$ cat config.mk
export PLATFORM = sky130hd
export DESIGN_NAME = bcd_rtc_register_file_core
export DESIGN_NICKNAME = d
export VERILOG_FILES = /design/src/hdl/bcdrtc_pkg.sv /design/src/hdl/bcdrtc_tick.sv /design/src/hdl/bcdrtc_bank.sv /design/src/hdl/bcd_rtc_register_file_core.sv
export SDC_FILE = /design/constraint.sdc
export NUM_CORES = 1
export LEC_CHECK = 0
export BUFFER_PORTS_ARGS = -buffer_cell sky130_fd_sc_hd__buf_2
export CAP_MARGIN = 20
export CORE_MARGIN = 10
export CORE_UTILIZATION = 25
export DETAILED_ROUTE_END_ITERATION = 8
export RECOVER_POWER = 25
export SYNTH_ARGS = -nofsm -noshare
export SYNTH_HDL_FRONTEND = slang
export SYNTH_SLANG_ARGS = --single-unit
$ cat constraint.sdc
create_clock -name clk -period 2.7 [get_ports clk]
set_input_delay 0 -clock clk [delete_from_list [all_inputs] [get_ports clk]]
set_output_delay 0 -clock clk [all_outputs]
set_load 0.01 [all_outputs]
$ cat src/hdl/bcdrtc_pkg.sv
`timescale 1ns / 1ps

package bcdrtc_pkg;

    localparam int REG_COUNT = 32;
    localparam int ADDR_W    = 5;

    // Request kinds carried on the input tuser.
    typedef enum logic [1:0] {
        REQ_TICK  = 2'd0,
        REQ_READ  = 2'd1,
        REQ_WRITE = 2'd2
    } req_type_t;

    // Register map.
    localparam logic [ADDR_W-1:0] ISR_INDEX  = 5'h0e;
    localparam logic [ADDR_W-1:0] YEAR_INDEX = 5'd9;
    localparam logic [7:0]        YEAR_RESET = 8'd20;

    // BCD limits.
    localparam logic [3:0] DIGIT_MAX      = 4'd9;
    localparam logic [3:0] FRAC_TENS_MAX  = 4'd9;
    localparam logic [3:0] MINSEC_TENS_MAX = 4'd5;
    localparam logic [3:0] HOUR_TENS_MAX  = 4'd2;
    localparam logic [3:0] HOUR_UNITS_WRAP = 4'd3;

    // Number of time counters touched by a tick (ms, fraction, sec, min, hour).
    localparam int TIME_REGS = 5;

    typedef logic [TIME_REGS-1:0][7:0] time_bytes_t;

    // One operation handed from the input stage to the register bank.
    typedef struct packed {
        logic              fire;
        logic [1:0]        kind;
        logic [ADDR_W-1:0] addr;
        logic [7:0]        data;
    } bcdrtc_op_t;

    // Advance a two-digit BCD counter. Bit 8 of the result flags a rollover.
    function automatic logic [8:0] bcd_advance(input logic [7:0] v,
                                               input logic [3:0] tens_max);
        logic [3:0] lo;
        logic [3:0] hi;
        logic [8:0] res;
        lo = v[3:0];
        hi = v[7:4];
        if (hi > tens_max) begin
            res = 9'h100;
        end else if (lo < DIGIT_MAX) begin
            res = {1'b0, hi, lo + 4'd1};
        end else if (hi < tens_max) begin
            res = {1'b0, hi + 4'd1, 4'd0};
        end else begin
            res = 9'h100;
        end
        return res;
    endfunction

endpackage

$ cat src/hdl/bcdrtc_tick.sv
`timescale 1ns / 1ps

// Next values of the time counters for one tick, with the carry chain
// running from milliseconds up to hours.
module bcdrtc_tick (
    input  bcdrtc_pkg::time_bytes_t cnt_in,
    output bcdrtc_pkg::time_bytes_t cnt_out
);

    logic [3:0] ms_hi;
    logic       carry_ms;
    logic [8:0] adv_frac;
    logic [8:0] adv_sec;
    logic [8:0] adv_min;
    logic [8:0] adv_hour;
    logic       carry_frac;
    logic       carry_sec;
    logic       carry_min;
    logic       hour_wrap;

    // Counter advances, each assuming its carry-in is set.
    assign ms_hi    = cnt_in[0][7:4];
    assign carry_ms = (ms_hi >= bcdrtc_pkg::DIGIT_MAX);
    assign adv_frac = bcdrtc_pkg::bcd_advance(cnt_in[1], bcdrtc_pkg::FRAC_TENS_MAX);
    assign adv_sec  = bcdrtc_pkg::bcd_advance(cnt_in[2], bcdrtc_pkg::MINSEC_TENS_MAX);
    assign adv_min  = bcdrtc_pkg::bcd_advance(cnt_in[3], bcdrtc_pkg::MINSEC_TENS_MAX);
    assign adv_hour = bcdrtc_pkg::bcd_advance(cnt_in[4], bcdrtc_pkg::HOUR_TENS_MAX);

    // Carries ripple only while every lower counter rolls over.
    assign carry_frac = carry_ms & adv_frac[8];
    assign carry_sec  = carry_frac & adv_sec[8];
    assign carry_min  = carry_sec & adv_min[8];

    // Hours wrap from 23, and from any value past it.
    assign hour_wrap = (cnt_in[4][7:4] > bcdrtc_pkg::HOUR_TENS_MAX) ||
                       ((cnt_in[4][7:4] == bcdrtc_pkg::HOUR_TENS_MAX) &&
                        (cnt_in[4][3:0] >= bcdrtc_pkg::HOUR_UNITS_WRAP));

    always_comb
    begin
        cnt_out[0] = carry_ms ? 8'h00 : {ms_hi + 4'd1, cnt_in[0][3:0]};
        cnt_out[1] = carry_ms   ? adv_frac[7:0] : cnt_in[1];
        cnt_out[2] = carry_frac ? adv_sec[7:0]  : cnt_in[2];
        cnt_out[3] = carry_sec  ? adv_min[7:0]  : cnt_in[3];
        if (!carry_min) begin
            cnt_out[4] = cnt_in[4];
        end else if (hour_wrap) begin
            cnt_out[4] = 8'h00;
        end else begin
            cnt_out[4] = adv_hour[7:0];
        end
    end

endmodule

$ cat src/hdl/bcdrtc_bank.sv
`timescale 1ns / 1ps

// The 32-byte register bank. Applies one tick, read or write per cycle and
// returns the read byte for the same operation.
module bcdrtc_bank (
    input  logic                   clk,
    input  logic                   rst_n,
    input  bcdrtc_pkg::bcdrtc_op_t op,
    output logic [7:0]             rd_byte
);

    logic [7:0]              bank_reg [bcdrtc_pkg::REG_COUNT];
    bcdrtc_pkg::time_bytes_t time_cur;
    bcdrtc_pkg::time_bytes_t time_next;

    // Gather the time counters for the tick logic.
    always_comb
    begin
        for (int i = 0; i < bcdrtc_pkg::TIME_REGS; i++) begin
            time_cur[i] = bank_reg[i];
        end
    end

    bcdrtc_tick u_tick (
        .cnt_in  (time_cur),
        .cnt_out (time_next)
    );

    // Read data: the addressed byte on a read, zero otherwise.
    always_comb
    begin
        case (op.kind)
            bcdrtc_pkg::REQ_READ: rd_byte = bank_reg[op.addr];
            default:              rd_byte = 8'h00;
        endcase
    end

    // Register updates.
    always_ff @(posedge clk or negedge rst_n)
    begin
        if (!rst_n) begin
            // Everything clears except the year register.
            for (int i = 0; i < bcdrtc_pkg::REG_COUNT; i++) begin
                bank_reg[i] <= (i == int'(bcdrtc_pkg::YEAR_INDEX)) ?
                               bcdrtc_pkg::YEAR_RESET : 8'h00;
            end
        end else if (op.fire) begin
            case (op.kind)
                bcdrtc_pkg::REQ_TICK:
                begin
                    for (int i = 0; i < bcdrtc_pkg::TIME_REGS; i++) begin
                        bank_reg[i] <= time_next[i];
                    end
                    bank_reg[bcdrtc_pkg::ISR_INDEX] <=
                        bank_reg[bcdrtc_pkg::ISR_INDEX] | 8'h01;
                end
                bcdrtc_pkg::REQ_READ:
                begin
                    // Reading the interrupt status clears it.
                    if (op.addr == bcdrtc_pkg::ISR_INDEX) begin
                        bank_reg[bcdrtc_pkg::ISR_INDEX] <= 8'h00;
                    end
                end
                bcdrtc_pkg::REQ_WRITE:
                begin
                    bank_reg[op.addr] <= op.data;
                end
                default:
                begin
                    // Unused request kind: no change.
                end
            endcase
        end
    end

endmodule

$ cat src/hdl/bcd_rtc_register_file_core.sv
`timescale 1ns / 1ps

// Channel   | Dir | Fields (tdata / tuser, lowest bit first)
// s_axis    | in  | tdata: reg_addr[4:0], write_byte[12:5], zero pad; tuser: req_type
// m_axis    | out | tdata: read_byte[7:0]
//
// Each beat is registered on input, applied to the register bank once the
// output register is free or draining, and its result lands in the output
// register. One beat per cycle is sustained while m_axis_tready stays high.
// The input stage keeps taking beats while a result waits, until both the
// input and the output registers are full.
// rst_n clears the handshake state and loads the bank (year register = 20).
module bcd_rtc_register_file_core (
    input  logic        clk,
    input  logic        rst_n,
    input  logic        s_axis_tvalid,
    output logic        s_axis_tready,
    input  logic [15:0] s_axis_tdata,   // reg_addr[4:0], write_byte[12:5], pad[15:13]
    input  logic [1:0]  s_axis_tuser,   // req_type[1:0]
    output logic        m_axis_tvalid,
    input  logic        m_axis_tready,
    output logic [7:0]  m_axis_tdata    // read_byte[7:0]
);

    logic                               in_valid_reg;
    logic                               in_valid_next;
    logic [1:0]                         in_kind_reg;
    logic [bcdrtc_pkg::ADDR_W-1:0]      in_addr_reg;
    logic [7:0]                         in_data_reg;
    logic                               out_valid_reg;
    logic                               out_valid_next;
    logic [7:0]                         out_data_reg;
    logic                               s_fire;
    logic                               advance;
    logic [7:0]                         rd_byte;
    bcdrtc_pkg::bcdrtc_op_t             op;

    // The held beat moves on whenever the output register is free or draining.
    assign advance       = in_valid_reg & (~out_valid_reg | m_axis_tready);
    assign s_axis_tready = ~in_valid_reg | advance;
    assign s_fire        = s_axis_tvalid & s_axis_tready;

    assign in_valid_next  = s_fire | (in_valid_reg & ~advance);
    assign out_valid_next = advance | (out_valid_reg & ~m_axis_tready);

    // Input register.
    always_ff @(posedge clk or negedge rst_n)
    begin
        if (!rst_n) begin
            in_valid_reg <= 1'b0;
        end else begin
            in_valid_reg <= in_valid_next;
        end
    end

    always_ff @(posedge clk)
    begin
        if (s_fire) begin
            in_kind_reg <= s_axis_tuser;
            in_addr_reg <= s_axis_tdata[4:0];
            in_data_reg <= s_axis_tdata[12:5];
        end
    end

    // Operation applied to the bank.
    always_comb
    begin
        op.fire = advance;
        op.kind = in_kind_reg;
        op.addr = in_addr_reg;
        op.data = in_data_reg;
    end

    bcdrtc_bank u_bank (
        .clk     (clk),
        .rst_n   (rst_n),
        .op      (op),
        .rd_byte (rd_byte)
    );

    // Output register.
    always_ff @(posedge clk or negedge rst_n)
    begin
        if (!rst_n) begin
            out_valid_reg <= 1'b0;
        end else begin
            out_valid_reg <= out_valid_next;
        end
    end

    always_ff @(posedge clk)
    begin
        if (advance) begin
            out_data_reg <= rd_byte;
        end
    end

    assign m_axis_tvalid = out_valid_reg;
    assign m_axis_tdata  = out_data_reg;

endmodule

==> results of run 1 <==
## Yosys cell counts (11+ instances only)
| library cell | n |
|---|---|
| a211oi_1 | 11 |
| a21oi_1 | 23 |
| buf_2 | 14 |
| clkbuf_1 | 28 |
| dfrtp_1 | 256 |
| edfxtp_1 | 23 |
| ha_1 | 25 |
| inv_1 | 41 |
| mux2_2 | 223 |
| mux2i_1 | 53 |
| mux4_2 | 38 |
| nand2_1 | 40 |
| nand2b_1 | 15 |
| nand3_1 | 21 |
| nor2_1 | 40 |
| nor2_2 | 27 |
| nor2b_1 | 13 |
| o21ai_0 | 32 |
| o22ai_1 | 39 |
## path summary, 6_finish.rpt
path	start	endpoint	slack, ns
min in group asynchronous	rst_n	u_bank.bank_reg[117]	0.44
max in group asynchronous	rst_n	u_bank.bank_reg[246]	0.93
worst min-delay path	s_axis_tdata[10]	in_data_reg[5]	0.14
worst max register to register	u_bank.bank_reg[244]	u_bank.bank_reg[220]	0.19
worst min register to register	u_bank.bank_reg[250]	u_bank.bank_reg[250]	0.50
worst max-delay path	u_bank.bank_reg[244]	u_bank.bank_reg[220]	0.19
## through the flow
stage,std cells,hold slack (ns),instance area [um^2]
6_report,1924,0.138,16500
5_1_grt,1924,0.132,16500
4_1_cts,1924,0.00502,16500
3_5_place_dp,1848,-0.00983,15200
3_3_place_gp,1848,-0.0152,15200
2_1_floorplan,1068,-0.296,13900
## cells by family after synthesis
family,count (synthesis)
mux,314
buf+inv,95
flops,281
fa+ha+maj,25
simple gates,188
compound gates,165
## repair_timing
item | 4_1_cts | 5_1_grt
endpoints found under the setup margin | 0 | 1
gates resized for setup | 0 | 1
hold endpoints to repair | 273 | 0
hold buffers | 19 | 0
## power groups by stage
stage	clock network [W]	logic [W]	registers [W]
after global routing	0.00472	0.00211	0.00521
after global placement	0	0.00181	0.00519
after CTS	0.00456	0.00191	0.00514
after floorplan	0	0.00131	0.00506
after detailed placement	0	0.00188	0.00522
final	0.00446	0.00190	0.00515
## final cells by class
type / instances / area, um^2
Timing Repair Buffer: 105 / 842
Clock buffer: 45 / 908
Multi-Input combinational cell: 692 / 6330
Inverter: 41 / 154
Fill cell: 5515 / 38500
Tap cell: 748 / 936
Sequential cell: 281 / 7150
Clock inverter: 12 / 178
## routing by layer
metal	vias to the layer above	part of all wire	global-route usage
met4	0	0.028	0.0393
li1	4122	-	-
met5	-	0	0
met2	201	0.46	0.178
met1	4846	0.46	0.156
met3	58	0.051	0.0199
## critical path, cell delays in order, from the launching register on
cell	delay, ns
dfrtp_1	0.46
inv_1	0.09
ha_1	0.22
nor2_1	0.10
o21ai_1	0.14
a211oi_2	0.38
o211ai_2	0.26
a211oi_4	0.34
mux2_2	0.38
==> results.ini, run 1 <==
[synthesis]
synth_seq_cells = 281
synth-simple-area-share = 0.0702
synth-async-reset-ratio = 0.918
synth.avg_cell_area_um2 = 13.0
yosys.area.top_type = dfrtp_1
synth.distinct_cells = 65
synth_edf_count = 23
synthMuxAreaShare = 0.281
synth_top_family_by_area = multiplexers
synth_xor_area_frac = 0
synth_compound_area_frac = 0.0823
syn-instance-count = 1068
yosysWarnings = 0
synth_area_leaders = dfrtp_1, mux2_2, mux4_2, edfxtp_1, mux2i_1
synth.cell_area_um2 = 13900
synth_ff_type = dfrtp_1
synth_top_area_share = 0.462
synth_fa_ha_area_frac = 0.0226
ys_seq_area_frac = 0.515
syn_nets = 1115

[drt]
first_iter_violations = 643
ant_nets = 0
wl_per_cell_um = 19.8
drc = 0
wl_um = 38100
first_pass_iters = 5
via_count = 9227
routed_via_density = 4.80

[placement]
dp_slack_ns = 0.205
hpwl_um = 26000
portBuffers = 28
gp_congestion = 0.857

[outcome]
violations = capacitance limit, slew limit
status = complete, but fails checks

[pwr]
p_comb_frac = 0.165
power_density_nw_per_um2 = 698
p_total_w = 0.0115
switching_share = 0.279
vdd_ir_drop_max_uv = 470
pwr-share-seq = 0.447
clkPwrFrac = 0.387
p_leak_nw = 7.25
power_switching_w = 0.00321
power.internal_w = 0.00829

[grt]
antenna_found_initial = 0
grt_pass1_vias = 9647
grt_usage = 0.114
grt_pass1_wl_um = 59300
overflow = 0
grt_max_degree = 110

[cts]
cts_sinks = 281
clk_latency_ns = 0.58
tritoncts = yes
post_cts_buffers = 0
cts_buffers = 31
clk_pin_slew_ns = 0.06
cts_max_path_buffers = 3
cts_root_buffer = clkbuf_16
cts_max_level = 1

[flow_run]
maxCapViolations = 1

[layout]
final_common_cell = dfrtp_1
num-nets-final = 1199
layout-drive-gt1-share = 0.366
largest_register_ffs = 255
utilization = 0.300
area_delta_synth_final_pct = 18.9
diodes = 0
layout_common_cells = dfrtp_1, mux2_2, mux2i_1, buf_4, inv_1

[die]
die_w_um = 256
rows = 86
core-area_um2 = 55000
die-area_um2 = 65300
fp.dieH_um = 256
io_pins = 32
floorplan.initialDensity = 0.252

[setup_path]
cp-start-kind = flop
cp.required_ns = 3.16
crit_type = flop to flop
critPathArrivalTime_ns = 2.96
worst-r2r-cell-count = 8
critPathCaptureType = flop
worst-path-max-fanout = 8

[sta]
tns_ns = 0
max_freq_ghz = 0.399
skew_ns = 0.0102
finalSetupViolCount = 0
min_period_ns = 2.51
relSlewSlack = -0.159
drv_slew = 59
worst_slew_pin_slew_ns = 1.74
layout_setup_ws_ns = 0.193
hold_viol_final = 0
finalCritPeriodShare = 0.929
rsz0062_at_grt = no

[min_path]
min-delay-path-class = input pin to flop
hold_depth = 2

Note: power is estimated with default switching activity, not from simulation.
==> run 2: changes to the inputs <==
==> constraint.sdc (replaced) <==
create_clock -name clk -period 2.71 [get_ports clk]
set_input_delay 0 -clock clk [delete_from_list [all_inputs] [get_ports clk]]
set_output_delay 0 -clock clk [all_outputs]
set_load 0.01 [all_outputs]
==> run 2 against run 1 <==
Compared with the run above: the flow still finishes with violations (capacitance limit, slew limit); via count rose by 0.49%; register-to-register slack improved by 0.02 ns; hold slack better by 0.0032 ns; critical path depth is the same; sequential share of layout area increased by 0.24 points; core utilization is 0.17 points lower; sequential power is essentially flat; die area unchanged; flip-flop and latch count stayed put; maximum frequency grew 0.31%; highest routed layer unchanged.
==> results.ini, run 2 (synthesized netlist as in run 1, its figures left out) <==
[pwr]
vdd_ir_drop_max_uv = 452
p_leak_nw = 7.22
power_density_nw_per_um2 = 675

[sta]
rsz0062_at_grt = no
hold_viol_final = 0
finalCritPeriodShare = 0.922
min_period_ns = 2.50
worst_slew_pin_slew_ns = 1.52
drv_slew = 64
relSlewSlack = -0.0150
max_freq_ghz = 0.400
skew_ns = 0.0158
tns_ns = 0
finalSetupViolCount = 0

[min_path]
min-delay-path-class = input pin to flop

[layout]
ff_latch_area_um2 = 7150
final_common_cell = dfrtp_1
layout_common_cells = dfrtp_1, mux2_2, buf_4, mux2i_1, inv_1
area_delta_synth_final_pct = 18.3
diodes = 0
layout-drive-gt1-share = 0.363
fin_cells = 1931
fillCellCount = 5554
multiInputGateArea_um2 = 6320
num-nets-final = 1205
largest_register_ffs = 255

[placement]
gp_congestion = 0.850
hpwl_um = 26200
portBuffers = 28
dp_cells = 1852

[setup_path]
cp-start-kind = flop
cp.required_ns = 3.15
path_cells = inv_1, ha_1, nor2_1, o21ai_1, a211oi_2, o211ai_2, nor2_1, mux2_2
crit_type = flop to flop
critPathArrivalTime_ns = 2.94
worst_path_largest_cell_delay_ns = 0.45
critPathCaptureType = flop
crit_slowest_cell = dfrtp_1
r2r_slack_ns = 0.21
critPathMostFrequentCell = nor2_1
worst-path-max-fanout = 8

[drt]
first_pass_iters = 7
wl_per_cell_um = 19.6
wl_um = 37900
via_count = 9272
ant_nets = 0
drc = 0
routed_via_density = 4.80
first_iter_violations = 560

[cts]
clk_latency_ns = 0.57
cts_sinks = 281
clk_pin_slew_ns = 0.06
cts_root_buffer = clkbuf_16
cts_max_path_buffers = 3
tritoncts = yes
post_cts_resized = 0
post_cts_buffers = 0
cts_hold_buf = 21
cts_buffers = 31
cts_max_level = 1

[die]
die-area_um2 = 65300
fp.dieH_um = 256
core-area_um2 = 55000
floorplan.initialDensity = 0.252
io_pins = 32
die_w_um = 256
rows = 86

[grt]
antenna_found_initial = 1
grt_pass1_wl_um = 59100
grt_max_degree = 64
overflow = 0
grt_usage = 0.114
grt_pass1_vias = 9558

[outcome]
violations = capacitance limit, slew limit
status = complete, but fails checks

[flow_run]
maxCapViolations = 1

## run 2: cell types whose count changed in the layout (fill, tap and decap cells not counted), moves of 3 or more
cell / before / now
buf_2: 20 / 17
clkinv_2: 2 / 6
buf_12: 7 / 4
bufinv_16: 4 / 0
buf_4: 50 / 55
clkbuf_1: 13 / 20
## run 2: final timing paths
kind	from	end	cells after the start
setup / recovery	u_bank.bank_reg[244]	u_bank.bank_reg[231]	8
hold / removal	s_axis_tdata[9]	in_data_reg[4]	2
setup reg to reg	u_bank.bank_reg[244]	u_bank.bank_reg[231]	8
hold reg to reg	u_bank.bank_reg[248]	u_bank.bank_reg[248]	1
max in group asynchronous	rst_n	u_bank.bank_reg[197]	4
min in group asynchronous	rst_n	u_bank.bank_reg[68]	3
## run 2: worst max-delay path, delay by kind of cell, from the launching register on
kind / cells / cell delay (ns)
and+or+nand+nor: 2 / 0.46
adders and majority gates: 1 / 0.22
muxes: 1 / 0.38
AOI/OAI and AO/OA: 3 / 0.77
buffers and inverters: 1 / 0.09
DFF: 1 / 0.45
## run 2: final cells by class
class	instances	share of cell area
Clock inverter	10	0.00374
Timing Repair Buffer	111	0.0517
Multi-Input combinational cell	692	0.386
Inverter	41	0.00938
Sequential cell	281	0.436
Tap cell	748	0.0571
Clock buffer	48	0.0567
## run 2: per-stage QoR
| step | worst slack (ns) | total power (W) | hold slack (ns) | instance area [um^2] | util |
|---|---|---|---|---|---|
| after global routing | 0.00235 | 0.0116 | 0.151 | 16400 | 0.298 |
| after CTS | 0.200 | 0.0112 | 0.122 | 16500 | 0.299 |
| final | 0.211 | 0.0111 | 0.141 | 16400 | 0.298 |
| after floorplan | 0.468 | 0.00634 | -0.296 | 13900 | - |
| after detailed placement | 0.224 | 0.00707 | -0.0221 | 15300 | 0.277 |
| after global placement | 0.250 | 0.00698 | -0.0290 | 15300 | 0.277 |
## run 2: where the power goes
group	switching (W)	internal (W)
registers	0.000421	0.00471
logic	0.00103	0.000854
clock network	0.00171	0.00235
## run 2: per-layer routing
layer,share of wire,global-route usage,vias to the layer above
met1,0.47,0.160,4835
met2,0.45,0.176,233
met3,0.051,0.0195,71
li1,-,-,4133
met5,0,0,-
met4,0.029,0.0384,0
==> run 3: changes to the inputs <==
--- a/config.mk
+++ b/config.mk
@@ -9,6 +9,7 @@
 export CAP_MARGIN = 20
 export CORE_MARGIN = 10
 export CORE_UTILIZATION = 25
+export CTS_BUF_LIST = sky130_fd_sc_hd__clkbuf_8
 export DETAILED_ROUTE_END_ITERATION = 8
 export RECOVER_POWER = 25
 export SYNTH_ARGS = -nofsm -noshare
==> constraint.sdc (replaced) <==
create_clock -name clk -period 2.2 [get_ports clk]
set_input_delay 0 -clock clk [delete_from_list [all_inputs] [get_ports clk]]
set_output_delay 0 -clock clk [all_outputs]
set_load 0.01 [all_outputs]
==> run 3 against run 2 <==
Compared with the run above: the flow now finishes without violations; global-route usage rose by 0.64 points; maximum frequency is 18% higher; setup slack worse by 0.14 ns; flip-flop and latch count is the same; hold slack worse by 0.024 ns; first-iteration DRC count rose by 20%; sequential share of layout area fell by 2.4 points.
==> results.ini, run 3 (synthesized netlist as in run 1, its figures left out) <==
[drt]
wl_per_cell_um = 19.6
wl_um = 40000
routed_via_density = 4.76
first_pass_iters = 5
ant_nets = 0
first_iter_violations = 674
via_count = 9703
drc = 0

[grt]
grt_pass1_vias = 10200
grt_pass1_wl_um = 62200
grt_max_degree = 81
overflow = 0
antenna_found_initial = 1
grt_usage = 0.121

[pwr]
power_density_nw_per_um2 = 835
p_total_w = 0.0145
vdd_ir_drop_max_uv = 384
power.internal_w = 0.0103
power_switching_w = 0.00419
p_comb_frac = 0.199
switching_share = 0.289
pwr-share-seq = 0.428
p_leak_nw = 7.78
clkPwrFrac = 0.372

[setup_path]
worst-path-max-fanout = 4
r2r-start = u_bank.bank_reg[252]
crit_slowest_cell = dfrtp_1
r2r_slack_ns = 0.07
critPathCaptureType = flop
path_cells = inv_1, ha_1, inv_2, o31ai_2, a211oi_2, o211ai_2, a211oi_4, buf_6, mux2_4
critPathArrivalTime_ns = 2.61
r2r_end = u_bank.bank_reg[222]
crit_type = flop to flop
worst_path_largest_cell_delay_ns = 0.37
worst-r2r-cell-count = 9
cp-start-kind = flop
cp.required_ns = 2.69

[cts]
clk_latency_ns = 0.63
cts_root_buffer = clkbuf_8
cts_buffers = 50
clk_pin_slew_ns = 0.06
cts_max_path_buffers = 3
cts_max_level = 2
cts_sinks = 281
tritoncts = yes

[layout]
diodes = 0
layout_common_cells = dfrtp_1, mux2_2, buf_4, clkbuf_8, inv_1
largest_register_ffs = 255
area_delta_synth_final_pct = 25.3
layout-drive-gt1-share = 0.426
fillCellCount = 5497
design_area_um2 = 17400
final_common_cell = dfrtp_1
utilization = 0.316
num-nets-final = 1297

[flow_run]
maxCapViolations = 0

[sta]
rsz0062_at_grt = yes
min_period_ns = 2.13
finalSetupViolCount = 0
finalHoldWorstSlack_ns = 0.117
skew_ns = 0.0477
finalCritPeriodShare = 0.967
worst_slew_pin_slew_ns = 1.27
relSlewSlack = 0.152
max_freq_ghz = 0.470
hold_viol_final = 0
layout_setup_ws_ns = 0.0734
drv_slew = 0

[placement]
dp_slack_ns = 0.000344
gp_congestion = 0.876
hpwl_um = 28200
placed_area_um2 = 15900
portBuffers = 28

[die]
core-area_um2 = 55000
die_w_um = 256
floorplan.initialDensity = 0.252
die-area_um2 = 65300
io_pins = 32
rows = 86
fp.dieH_um = 256

[min_path]
holdCritStartpoint = s_axis_tdata[8]
hold_depth = 2
min_to = in_data_reg[3]
min-delay-path-class = input pin to flop

[outcome]
status = finished, final reports clean

-- run 3: cell count changes in the layout (fill, tap and decap cells not counted), sizes merged --
cell         change
inv             +17
clkbuf           +9
clkinv           +1
dlygate4sd3      -1
buf             +76
bufinv           +6
clkinvlp         -1
-- run 3: critical path, delay by kind of cell, from the launching register on --
kind / cells / cell delay, ns
AO/OA/AOI/OAI: 4 / 0.82
flip-flops: 1 / 0.37
buffers and inverters: 3 / 0.31
multiplexers: 1 / 0.30
adder cells (fa/ha/maj): 1 / 0.21
-- run 3: power by group through the flow --
stage / combinational [W] / sequential (W) / clock, W
detailed placement: 0.00271 / 0.00628 / 0
finish: 0.00289 / 0.00621 / 0.00540
floorplan: 0.00161 / 0.00621 / 0
CTS: 0.00275 / 0.00620 / 0.00555
global placement: 0.00264 / 0.00625 / 0
global route: 0.00318 / 0.00628 / 0.00581
-- run 3: worst max path at each step --
stage                               startpoint                    to  slack, ns  cells after the start
after detailed placement        in_addr_reg[0]   u_bank.bank_reg[15]     0.0003                      7
after floorplan                 in_kind_reg[0]  u_bank.bank_reg[112]      -0.04                      7
after CTS                       in_addr_reg[0]       m_axis_tdata[2]       0.02                      5
after global routing            in_addr_reg[0]       m_axis_tdata[5]     -0.006                      6
after global placement          in_addr_reg[0]   u_bank.bank_reg[12]      0.005                      7
final                     u_bank.bank_reg[252]  u_bank.bank_reg[222]       0.07                      9
-- run 3: layout make-up --
type | count | area [um^2] | area share
clock buffer | 59 | 812 | 0.0467
clock inverter | 33 | 303 | 0.0174
inverter | 41 | 154 | 0.00886
multi-input combinational | 692 | 6430 | 0.370
sequential | 281 | 7150 | 0.412
tap | 748 | 936 | 0.0539
timing repair buffer | 184 | 1590 | 0.0916
-- run 3: through the flow --
stage          std cells  setup TNS [ns]
2_1_floorplan       1068           -2.12
3_3_place_gp        1918               0
3_5_place_dp        1918               0
4_1_cts             2029               0
5_1_grt             2038         -0.0178
6_report            2038               0
-- run 3: metal layers --
layer / global-route usage / up-vias / part of all wire
met5: 0 / - / 0
met4: 0.0413 / 0 / 0.024
met3: 0.0211 / 70 / 0.053
met2: 0.192 / 279 / 0.47
met1: 0.163 / 5030 / 0.46
li1: - / 4324 / -
-- run 3: timing repair --
action | 4_1_cts | 5_1_grt
buffers inserted | 0 | 10
hold buffers | 19 | 0
endpoints found under the hold margin | 277 | 0
pin swaps | 0 | 7
resized for setup | 2 | 32
endpoints found under the setup margin | 23 | 55
